<file path="src/sv/dsh_pkg.sv">
// Shared constants and types for the differential steering hysteresis unit.
package dsh_pkg;

  // Field widths
  localparam int SPEED_W = 16;                 // heading length, max speed
  localparam int ANGLE_W = 15;                 // signed heading angle
  localparam int MAG_W   = 15;                 // angle magnitude (up to 16384)
  localparam int THR_W   = 14;                 // angle thresholds
  localparam int OUT_W   = SPEED_W + 2;        // signed wheel speed
  localparam int PROD_W  = SPEED_W + MAG_W;    // base * magnitude
  localparam int CNT_W   = $clog2(SPEED_W);    // divider step counter

  // Stream and configuration widths
  localparam int IN_DATA_W  = 32;
  localparam int OUT_DATA_W = 40;
  localparam int OUT_USER_W = 3;
  localparam int CFG_ADDR_W = 2;
  localparam int CFG_DATA_W = 16;

  // Configuration register indexes
  localparam logic [CFG_ADDR_W-1:0] REG_NO_TURN   = 2'd0;
  localparam logic [CFG_ADDR_W-1:0] REG_SOFT_TURN = 2'd1;
  localparam logic [CFG_ADDR_W-1:0] REG_HARD_TURN = 2'd2;
  localparam logic [CFG_ADDR_W-1:0] REG_MAX_SPEED = 2'd3;

  // Configuration reset values
  localparam logic [THR_W-1:0]   NO_TURN_RST   = 14'd715;
  localparam logic [THR_W-1:0]   SOFT_TURN_RST = 14'd5004;
  localparam logic [THR_W-1:0]   HARD_TURN_RST = 14'd6434;
  localparam logic [SPEED_W-1:0] MAX_SPEED_RST = 16'd2560;

  // Turning modes
  localparam logic [1:0] MODE_NONE = 2'd0;
  localparam logic [1:0] MODE_SOFT = 2'd1;
  localparam logic [1:0] MODE_HARD = 2'd2;

  // Commands from controller to datapath
  typedef struct packed {
    logic load;       // capture input item, update turning mode
    logic mul;        // register base * magnitude
    logic div_init;   // seed the divider from the product
    logic div_step;   // one restoring division step
    logic out_load;   // move the result into the output register
  } dsh_cmd_t;

endpackage

</file>
<file path="src/sv/dsh_ctrl.sv">
// Controller state machine: sequences capture, multiply, divide and output.
module dsh_ctrl
  import dsh_pkg::*;
(
  input  logic     clk,
  input  logic     rst,
  input  logic     in_valid,
  output logic     in_ready,
  output logic     out_valid,
  input  logic     out_ready,
  output dsh_cmd_t cmd
);

  localparam logic [2:0] ST_IDLE = 3'd0;
  localparam logic [2:0] ST_MUL  = 3'd1;
  localparam logic [2:0] ST_INIT = 3'd2;
  localparam logic [2:0] ST_DIV  = 3'd3;
  localparam logic [2:0] ST_DONE = 3'd4;

  logic [2:0]       state, state_next;
  logic [CNT_W-1:0] cnt, cnt_next;
  logic             out_free;

  assign in_ready = (state == ST_IDLE);
  assign out_free = !out_valid || out_ready;

  // Next state and commands
  always_comb begin
    state_next   = state;
    cnt_next     = cnt;
    cmd          = '0;
    unique case (state)
      ST_IDLE: begin
        if (in_valid) begin
          cmd.load   = 1'b1;
          state_next = ST_MUL;
        end
      end
      ST_MUL: begin
        cmd.mul    = 1'b1;
        state_next = ST_INIT;
      end
      ST_INIT: begin
        cmd.div_init = 1'b1;
        cnt_next     = '0;
        state_next   = ST_DIV;
      end
      ST_DIV: begin
        cmd.div_step = 1'b1;
        cnt_next     = cnt + 1'b1;
        if (cnt == CNT_W'(SPEED_W - 1)) begin
          state_next = ST_DONE;
        end
      end
      ST_DONE: begin
        if (out_free) begin
          cmd.out_load = 1'b1;
          state_next   = ST_IDLE;
        end
      end
      default: state_next = ST_IDLE;
    endcase
  end

  // State, counter and output valid
  always_ff @(posedge clk) begin
    if (rst) begin
      state     <= ST_IDLE;
      cnt       <= '0;
      out_valid <= 1'b0;
    end else begin
      state <= state_next;
      cnt   <= cnt_next;
      if (cmd.out_load) begin
        out_valid <= 1'b1;
      end else if (out_ready) begin
        out_valid <= 1'b0;
      end
    end
  end

endmodule

</file>
<file path="src/sv/dsh_datapath.sv">
// Datapath: config registers, turning mode, multiplier, serial divider, result register.
module dsh_datapath
  import dsh_pkg::*;
(
  input  logic                      clk,
  input  logic                      rst,
  input  dsh_cmd_t                  cmd,
  input  logic                      cfg_we,
  input  logic [CFG_ADDR_W-1:0]     cfg_addr,
  input  logic [CFG_DATA_W-1:0]     cfg_wdata,
  input  logic signed [ANGLE_W-1:0] heading_angle,
  input  logic [SPEED_W-1:0]        heading_length,
  output logic signed [OUT_W-1:0]   left_speed,
  output logic signed [OUT_W-1:0]   right_speed,
  output logic [1:0]                turn_mode,
  output logic                      turn_started
);

  localparam int REM_W = PROD_W - SPEED_W;

  logic [THR_W-1:0]   no_thr, soft_thr, hard_thr;
  logic [SPEED_W-1:0] spd_limit;
  logic [1:0]         mode;

  logic [MAG_W-1:0]   mag_in;
  logic [SPEED_W-1:0] base_in;
  logic [1:0]         mode_next;

  logic [MAG_W-1:0]   mag_r;
  logic [SPEED_W-1:0] base_r;
  logic               pos_r;
  logic               started_r;
  logic [PROD_W-1:0]  prod_r;
  logic [REM_W-1:0]   rem_r;
  logic [SPEED_W-1:0] quo_r;

  logic [REM_W:0]     trial;
  logic               fits;
  logic [REM_W:0]     trial_sub;

  logic [SPEED_W:0]   fast_u, slow_u;
  logic signed [OUT_W-1:0] slow_s, fast_s;
  logic               soft_ok;

  // Configuration registers
  always_ff @(posedge clk) begin
    if (rst) begin
      no_thr    <= NO_TURN_RST;
      soft_thr  <= SOFT_TURN_RST;
      hard_thr  <= HARD_TURN_RST;
      spd_limit <= MAX_SPEED_RST;
    end else if (cfg_we) begin
      unique case (cfg_addr)
        REG_NO_TURN:   no_thr    <= cfg_wdata[THR_W-1:0];
        REG_SOFT_TURN: soft_thr  <= cfg_wdata[THR_W-1:0];
        REG_HARD_TURN: hard_thr  <= cfg_wdata[THR_W-1:0];
        REG_MAX_SPEED: spd_limit <= cfg_wdata[SPEED_W-1:0];
        default: ;
      endcase
    end
  end

  // Magnitude, clamped base speed and mode update with hysteresis
  always_comb begin
    mag_in  = heading_angle[ANGLE_W-1] ? MAG_W'(-heading_angle) : MAG_W'(heading_angle);
    base_in = (heading_length < spd_limit) ? heading_length : spd_limit;
    if (mag_in <= MAG_W'(no_thr)) begin
      mode_next = MODE_NONE;
    end else if (mag_in > MAG_W'(hard_thr)) begin
      mode_next = MODE_HARD;
    end else if (mag_in > MAG_W'(soft_thr) && mode == MODE_NONE) begin
      mode_next = MODE_SOFT;
    end else begin
      mode_next = mode;
    end
  end

  // Turning mode state
  always_ff @(posedge clk) begin
    if (rst) begin
      mode <= MODE_NONE;
    end else if (cmd.load) begin
      mode <= mode_next;
    end
  end

  // Item capture
  always_ff @(posedge clk) begin
    if (cmd.load) begin
      mag_r     <= mag_in;
      base_r    <= base_in;
      pos_r     <= !heading_angle[ANGLE_W-1] && (heading_angle != '0);
      started_r <= (mode_next != MODE_NONE) && (mode_next != mode);
    end
  end

  // Restoring divide step by the hard threshold
  always_comb begin
    trial     = {rem_r, quo_r[SPEED_W-1]};
    fits      = trial >= (REM_W+1)'(hard_thr);
    trial_sub = trial - (REM_W+1)'(hard_thr);
  end

  // Multiplier and divider registers
  always_ff @(posedge clk) begin
    if (cmd.mul) begin
      prod_r <= PROD_W'(base_r) * PROD_W'(mag_r);
    end
    if (cmd.div_init) begin
      rem_r <= prod_r[PROD_W-1:SPEED_W];
      quo_r <= prod_r[SPEED_W-1:0];
    end else if (cmd.div_step) begin
      rem_r <= fits ? trial_sub[REM_W-1:0] : trial[REM_W-1:0];
      quo_r <= {quo_r[SPEED_W-2:0], fits};
    end
  end

  // Wheel speeds by mode (soft: fast = base + q, slow = base - ceil(base*mag/h))
  always_comb begin
    fast_u  = {1'b0, base_r} + {1'b0, quo_r};
    slow_u  = {1'b0, base_r} - {1'b0, quo_r} - {{SPEED_W{1'b0}}, (rem_r != '0)};
    soft_ok = (hard_thr != '0) && (mag_r <= MAG_W'(hard_thr));
    case (mode)
      MODE_SOFT: begin
        slow_s = soft_ok ? $signed({1'b0, slow_u}) : '0;
        fast_s = soft_ok ? $signed({1'b0, fast_u}) : '0;
      end
      MODE_HARD: begin
        slow_s = $signed(OUT_W'(0) - {2'b00, spd_limit});
        fast_s = $signed({2'b00, spd_limit});
      end
      default: begin
        slow_s = $signed({2'b00, base_r});
        fast_s = $signed({2'b00, base_r});
      end
    endcase
  end

  // Output register
  always_ff @(posedge clk) begin
    if (cmd.out_load) begin
      left_speed   <= pos_r ? slow_s : fast_s;
      right_speed  <= pos_r ? fast_s : slow_s;
      turn_mode    <= mode;
      turn_started <= started_r;
    end
  end

endmodule

</file>
<file path="src/sv/differential_steering_hysteresis_unit.sv">
// Top level: heading to wheel speeds with three-way turning mode and hysteresis.
// From input accept to result valid: multiply, divider seed, 16 divide steps,
// output load (held while the output register is busy); one item at a time,
// set by the one-bit-per-cycle divider; the next is accepted after output load.
// A result may wait in the output register while the next item is accepted.
// Reset (rst, synchronous): mode no turn, config registers to defaults, no result.
module differential_steering_hysteresis_unit
  import dsh_pkg::*;
(
  input  logic                   clk,
  input  logic                   rst,
  // tdata: [14:0] heading_angle, [30:15] heading_length, [31] unused
  input  logic                   s_tvalid,
  output logic                   s_tready,
  input  logic [IN_DATA_W-1:0]   s_tdata,
  // tdata: [17:0] left_speed, [35:18] right_speed, [39:36] zero
  output logic                   m_tvalid,
  input  logic                   m_tready,
  output logic [OUT_DATA_W-1:0]  m_tdata,
  // tuser: [1:0] turn_mode, [2] turn_started
  output logic [OUT_USER_W-1:0]  m_tuser,
  input  logic                   cfg_we,
  input  logic [CFG_ADDR_W-1:0]  cfg_addr,
  input  logic [CFG_DATA_W-1:0]  cfg_wdata
);

  dsh_cmd_t                cmd;
  logic signed [OUT_W-1:0] left_speed, right_speed;
  logic [1:0]              turn_mode;
  logic                    turn_started;

  dsh_ctrl u_ctrl (
    .clk       (clk),
    .rst       (rst),
    .in_valid  (s_tvalid),
    .in_ready  (s_tready),
    .out_valid (m_tvalid),
    .out_ready (m_tready),
    .cmd       (cmd)
  );

  dsh_datapath u_dp (
    .clk            (clk),
    .rst            (rst),
    .cmd            (cmd),
    .cfg_we         (cfg_we),
    .cfg_addr       (cfg_addr),
    .cfg_wdata      (cfg_wdata),
    .heading_angle  ($signed(s_tdata[ANGLE_W-1:0])),
    .heading_length (s_tdata[ANGLE_W+SPEED_W-1:ANGLE_W]),
    .left_speed     (left_speed),
    .right_speed    (right_speed),
    .turn_mode      (turn_mode),
    .turn_started   (turn_started)
  );

  // Pack result
  assign m_tdata = {{(OUT_DATA_W - 2*OUT_W){1'b0}}, right_speed, left_speed};
  assign m_tuser = {turn_started, turn_mode};

endmodule
</file>
<file path="config.mk">
export PLATFORM = sky130hd
export DESIGN_NAME = differential_steering_hysteresis_unit
export DESIGN_NICKNAME = d
export VERILOG_FILES = /design/src/sv/dsh_pkg.sv /design/src/sv/dsh_ctrl.sv /design/src/sv/dsh_datapath.sv /design/src/sv/differential_steering_hysteresis_unit.sv
export SDC_FILE = /design/constraint.sdc
export NUM_CORES = 1
export LEC_CHECK = 0
export BUFFER_PORTS_ARGS = -buffer_cell sky130_fd_sc_hd__buf_4
export CORE_ASPECT_RATIO = 1.25
export CORE_MARGIN = 3
export CORE_UTILIZATION = 55
export CTS_CLUSTER_SIZE = 8
export DETAILED_ROUTE_END_ITERATION = 8
export PLACE_DENSITY = 0.75
export SLEW_MARGIN = 5
export SYNTH_ARGS = -nofsm -noshare
export SYNTH_HDL_FRONTEND = slang
export SYNTH_SLANG_ARGS = --single-unit
</file>
<file path="constraint.sdc">
create_clock -name clk -period 6.02 [get_ports clk]
set_input_delay 0.903 -clock clk [delete_from_list [all_inputs] [get_ports clk]]
set_output_delay 0.903 -clock clk [all_outputs]
set_load 0.1 [all_outputs]
</file>
==> summary by stage <==
CTS
The clock tree from TritonCTS is yes. The number of buffers created by CTS is 29. The clock-pin transition on the worst setup and hold timing paths is 0.05 ns. CTS built an H-tree with a depth of 1. The total number of clock tree sinks is 202.

CTS placed an instance of clkbuf_16 at the clock tree root. In this run, post-CTS hold repair placed 0 buffers. The longest clock path from root to sink contains 3 buffers. The clock latency at the later pin of the worst-skew pair is 0.56 ns.

STA
In the post-route analysis, the smallest setup slack over all paths is 0.0550 ns. The number of endpoints with negative hold slack in the final report is 0. Setup repair after global routing could not meet its margin everywhere. The post-route clock skew is 0.0154 ns. The routed design could run at a clock period as short as 5.96 ns. Measured against its own limit, the worst slew margin works out to 19.2%. The highest attainable clock frequency is 168 MHz. Setup violations remaining at the end of the flow were counted as 0.

At the pin with the least slew margin, the transition time is 1.21 ns. Dividing the final minimum period by the clock period gives 99.1%. The max-slew violation total from the final report is 0.

Pwr
The clock group share of total power is 10.0%. The power per cell area is 631 nW/um^2. Total power for the finished layout comes to 0.0152 W. The internal power is 0.00854 W. Per report_power, the combinational group accounts for 75.6% of the total.

The leakage power summed over all cells is 10.9 nW. The analysis attributes to net switching a power of 0.00671 W. VDD sags by at most 0.00105 V. Of the total power, the share spent switching nets is 44.0%. The relative contribution of sequential cells to total power is 14.4%.

Yosys
Sequential cells were found to cover 25.7% of the synthesized design area. During synthesis, Yosys emitted a total of 0 warnings. The gate count of the mapped netlist is 2305. The commonest register cell after synthesis is edfxtp_1. Summing every instance area after synthesis gives 21000 sq um. The count of flip-flops with a built-in enable after synthesis is 134. For this run, asynchronously set or reset flops after synthesis account for 0%. The count of state elements after synthesis is 202. A synthesized cell averages 9.09 sq um. Synthesis instantiated 84 different standard cells from the library.

Die
The initialized floorplan defines 79 standard-cell rows. The initial core utilization is 55.9%. The die outline area is 40500 sq um. The die width is 181 um. The placeable core region is 37500 sq um.

The chip height is 224 um. The number of top-level pins is 100.

Routing
The ratio of routed vias to standard cells is 5.88. The number of violations reported at the end of detailed-routing iteration 0 is 1175. The count of vias placed by the detailed router is 17500. The DRC violations left is 0.

Dividing the detail-routed wire length by the instance count gives 19.7 um. For this block, the routed nets add up to 58500 um of wire. The pre-antenna-repair detailed-routing pass consisted of 6 iterations. In this run the remaining antenna-violating nets after routing total 0.

Global route
The overflow left after global routing is 0. The largest net degree at the start of global routing is 70. The number of global-route vias before repair was 17900. The first global-routing pass estimated 93000 um of wire. The number of antenna violations at the first check in global routing is 1. The global-route usage over all layers is 28.4%.

Hold path
The number of cells on the worst hold path is 0. The path class of the tightest hold or removal check is register to register. The worst hold path startpoint is u_dp.started_r. The endpoint with the worst hold slack is u_dp.turn_started.

Final layout
The cell area after layout is 24200 sq um. Of the cells placed in the final design, the portion with a size suffix greater than 1 is 14.2%. The top cell types in the final layout, fill and taps aside, are inv_1, nand2_1, ha_1, buf_4, fa_1.

The library cell used most frequently in the layout, excluding fill and tap cells, is inv_1. At the end of the flow the core is filled with cells to 64.5%. The final net count is 2942. The area overhead of the layout relative to synthesis is 15.3%. The finished layout holds 2978 standard cells, fillers aside.

Worst setup path
Across all register-to-register paths, the minimum setup slack is 0.06 ns. For the worst setup path, the data required time is 6.33 ns. The endpoint identified for the worst register-to-register timing path is u_dp.prod_r[30]. The count of cells along the worst register-to-register path is 21.

The startpoint identified for the worst register-to-register timing path is u_dp.base_r[12]. The sort of element at the start of the critical path is a register. The capturing element type of the critical path is a register. In this run the worst setup path begins at u_dp.base_r[12]. STA puts the critical path data arrival time at 6.28 ns.

The type of the worst setup path is register to register. The maximum fanout along the worst path is 3.

Run
The number of maximum-capacitance violations is 0.

Place
The placed wire-length estimate is 46400 um. After detailed placement, the design holds a cell count of 2904. The final weighted congestion in routability-driven placement is 0.971. In this run the tool buffered the top-level ports with 94 buffer cells.

At the placement stage, the worst setup path has a slack of -0.232 ns. The area of placed instances is 22800 sq um.

Outcome
The run finished with clean final reports.
registers in the layout (all words and copies together), names as in the netlist, 15 cells and up:
name and cells:
u_dp.base_r 16, u_dp.left_speed 18, u_dp.mag_r 15, u_dp.prod_r 31, u_dp.quo_r 16, u_dp.rem_r 15, u_dp.right_speed 18, u_dp.spd_limit 16
power groups by stage:
stage | registers, W | clock network, W | logic [W]
3_3_place_gp | 0.00221 | 0 | 0.00959
4_1_cts | 0.00219 | 0.00155 | 0.0102
5_1_grt | 0.00220 | 0.00161 | 0.0127
6_report | 0.00219 | 0.00153 | 0.0115
3_5_place_dp | 0.00221 | 0 | 0.00982
2_1_floorplan | 0.00217 | 0 | 0.00650
logic make-up after synthesis:
kind of cell / count (synthesis) / share of synthesized area (%)
and+or+nand+nor: 743 / 17.0
muxes: 37 / 1.88
adders and majority gates: 416 / 31.4
AOI/OAI and AO/OA: 402 / 13.1
xor gates and xnor gates: 76 / 3.18
buffers and inverters: 428 / 7.77
DFF: 202 / 25.7
other: 1 / 0.0179
routing by layer:
layer | vias up | wire (um) | share of wire (%) | GRT usage (%)
li1 | 8107 | - | - | -
met1 | 8614 | 22200 | 38 | 33.5
met2 | 582 | 29700 | 51 | 51.6
met3 | 196 | 2770 | 4.7 | 2.88
met4 | 0 | 3870 | 6.6 | 14.7
met5 | - | 0 | 0 | 0
repair_timing:
item	in CTS	in global routing
resized for setup	21	61
endpoints found under the setup margin	6	12
buffers inserted	11	12
pin swaps	15	46
critical path, cell delays in order (launching register included):
cell	delay (ns)
edfxtp_1	0.51
buf_6	0.18
and2_1	0.15
fa_1	0.54
inv_1	0.06
fa_1	0.53
inv_1	0.07
fa_1	0.52
fa_1	0.45
fa_1	0.55
inv_1	0.06
fa_1	0.54
inv_1	0.07
ha_4	0.26
a21oi_2	0.16
o21ai_2	0.09
a21boi_2	0.23
o21ai_4	0.11
a211oi_4	0.27
o31ai_2	0.11
a21oi_1	0.18
xnor2_1	0.09
metrics by stage:
step	TNS [ns]	hold WS, ns
after global placement	-0.201	0.419
after detailed placement	-0.562	0.419
after floorplan	0	0.400
after global routing	-0.443	0.434
after CTS	0	0.431
final	0	0.429
how the worst max path moves through the flow:
stage | end | slack, ns | cells past startpoint
floorplan | u_dp.prod_r[21] | 0.01 | 22
global placement | u_dp.prod_r[30] | -0.13 | 22
detailed placement | u_dp.prod_r[30] | -0.23 | 21
CTS | u_dp.prod_r[21] | 0.01 | 23
global route | u_dp.prod_r[30] | -0.13 | 21
finish | u_dp.prod_r[30] | 0.06 | 21
area by class of cell:
type | instances | area, sq um
Tap cell | 486 | 608
Antenna cell | 1 | 2.50
Clock inverter | 1 | 20.0
Multi-Input combinational cell | 1678 | 14200
Timing Repair Buffer | 226 | 1850
Fill cell | 2976 | 13300
Inverter | 334 | 1250
Sequential cell | 202 | 5390
Clock buffer | 50 | 825
Yosys cell counts, types with 25 or more instances:
library cell | number | share of area (%)
nor3_1 | 36 | 0.86
clkbuf_1 | 85 | 1.5
inv_1 | 331 | 5.9
nor2_1 | 125 | 2.2
a21o_1 | 29 | 1.0
edfxtp_1 | 134 | 19
o21ai_0 | 46 | 1.1
nand4_1 | 25 | 0.75
ha_1 | 232 | 14
fa_1 | 184 | 18
dfxtp_1 | 68 | 6.5
xnor2_1 | 63 | 2.6
and2_1 | 125 | 3.7
a21oi_1 | 109 | 2.6
nand2_1 | 305 | 5.5
nand3_1 | 33 | 0.79
Note: power is estimated with default switching activity, not from simulation.
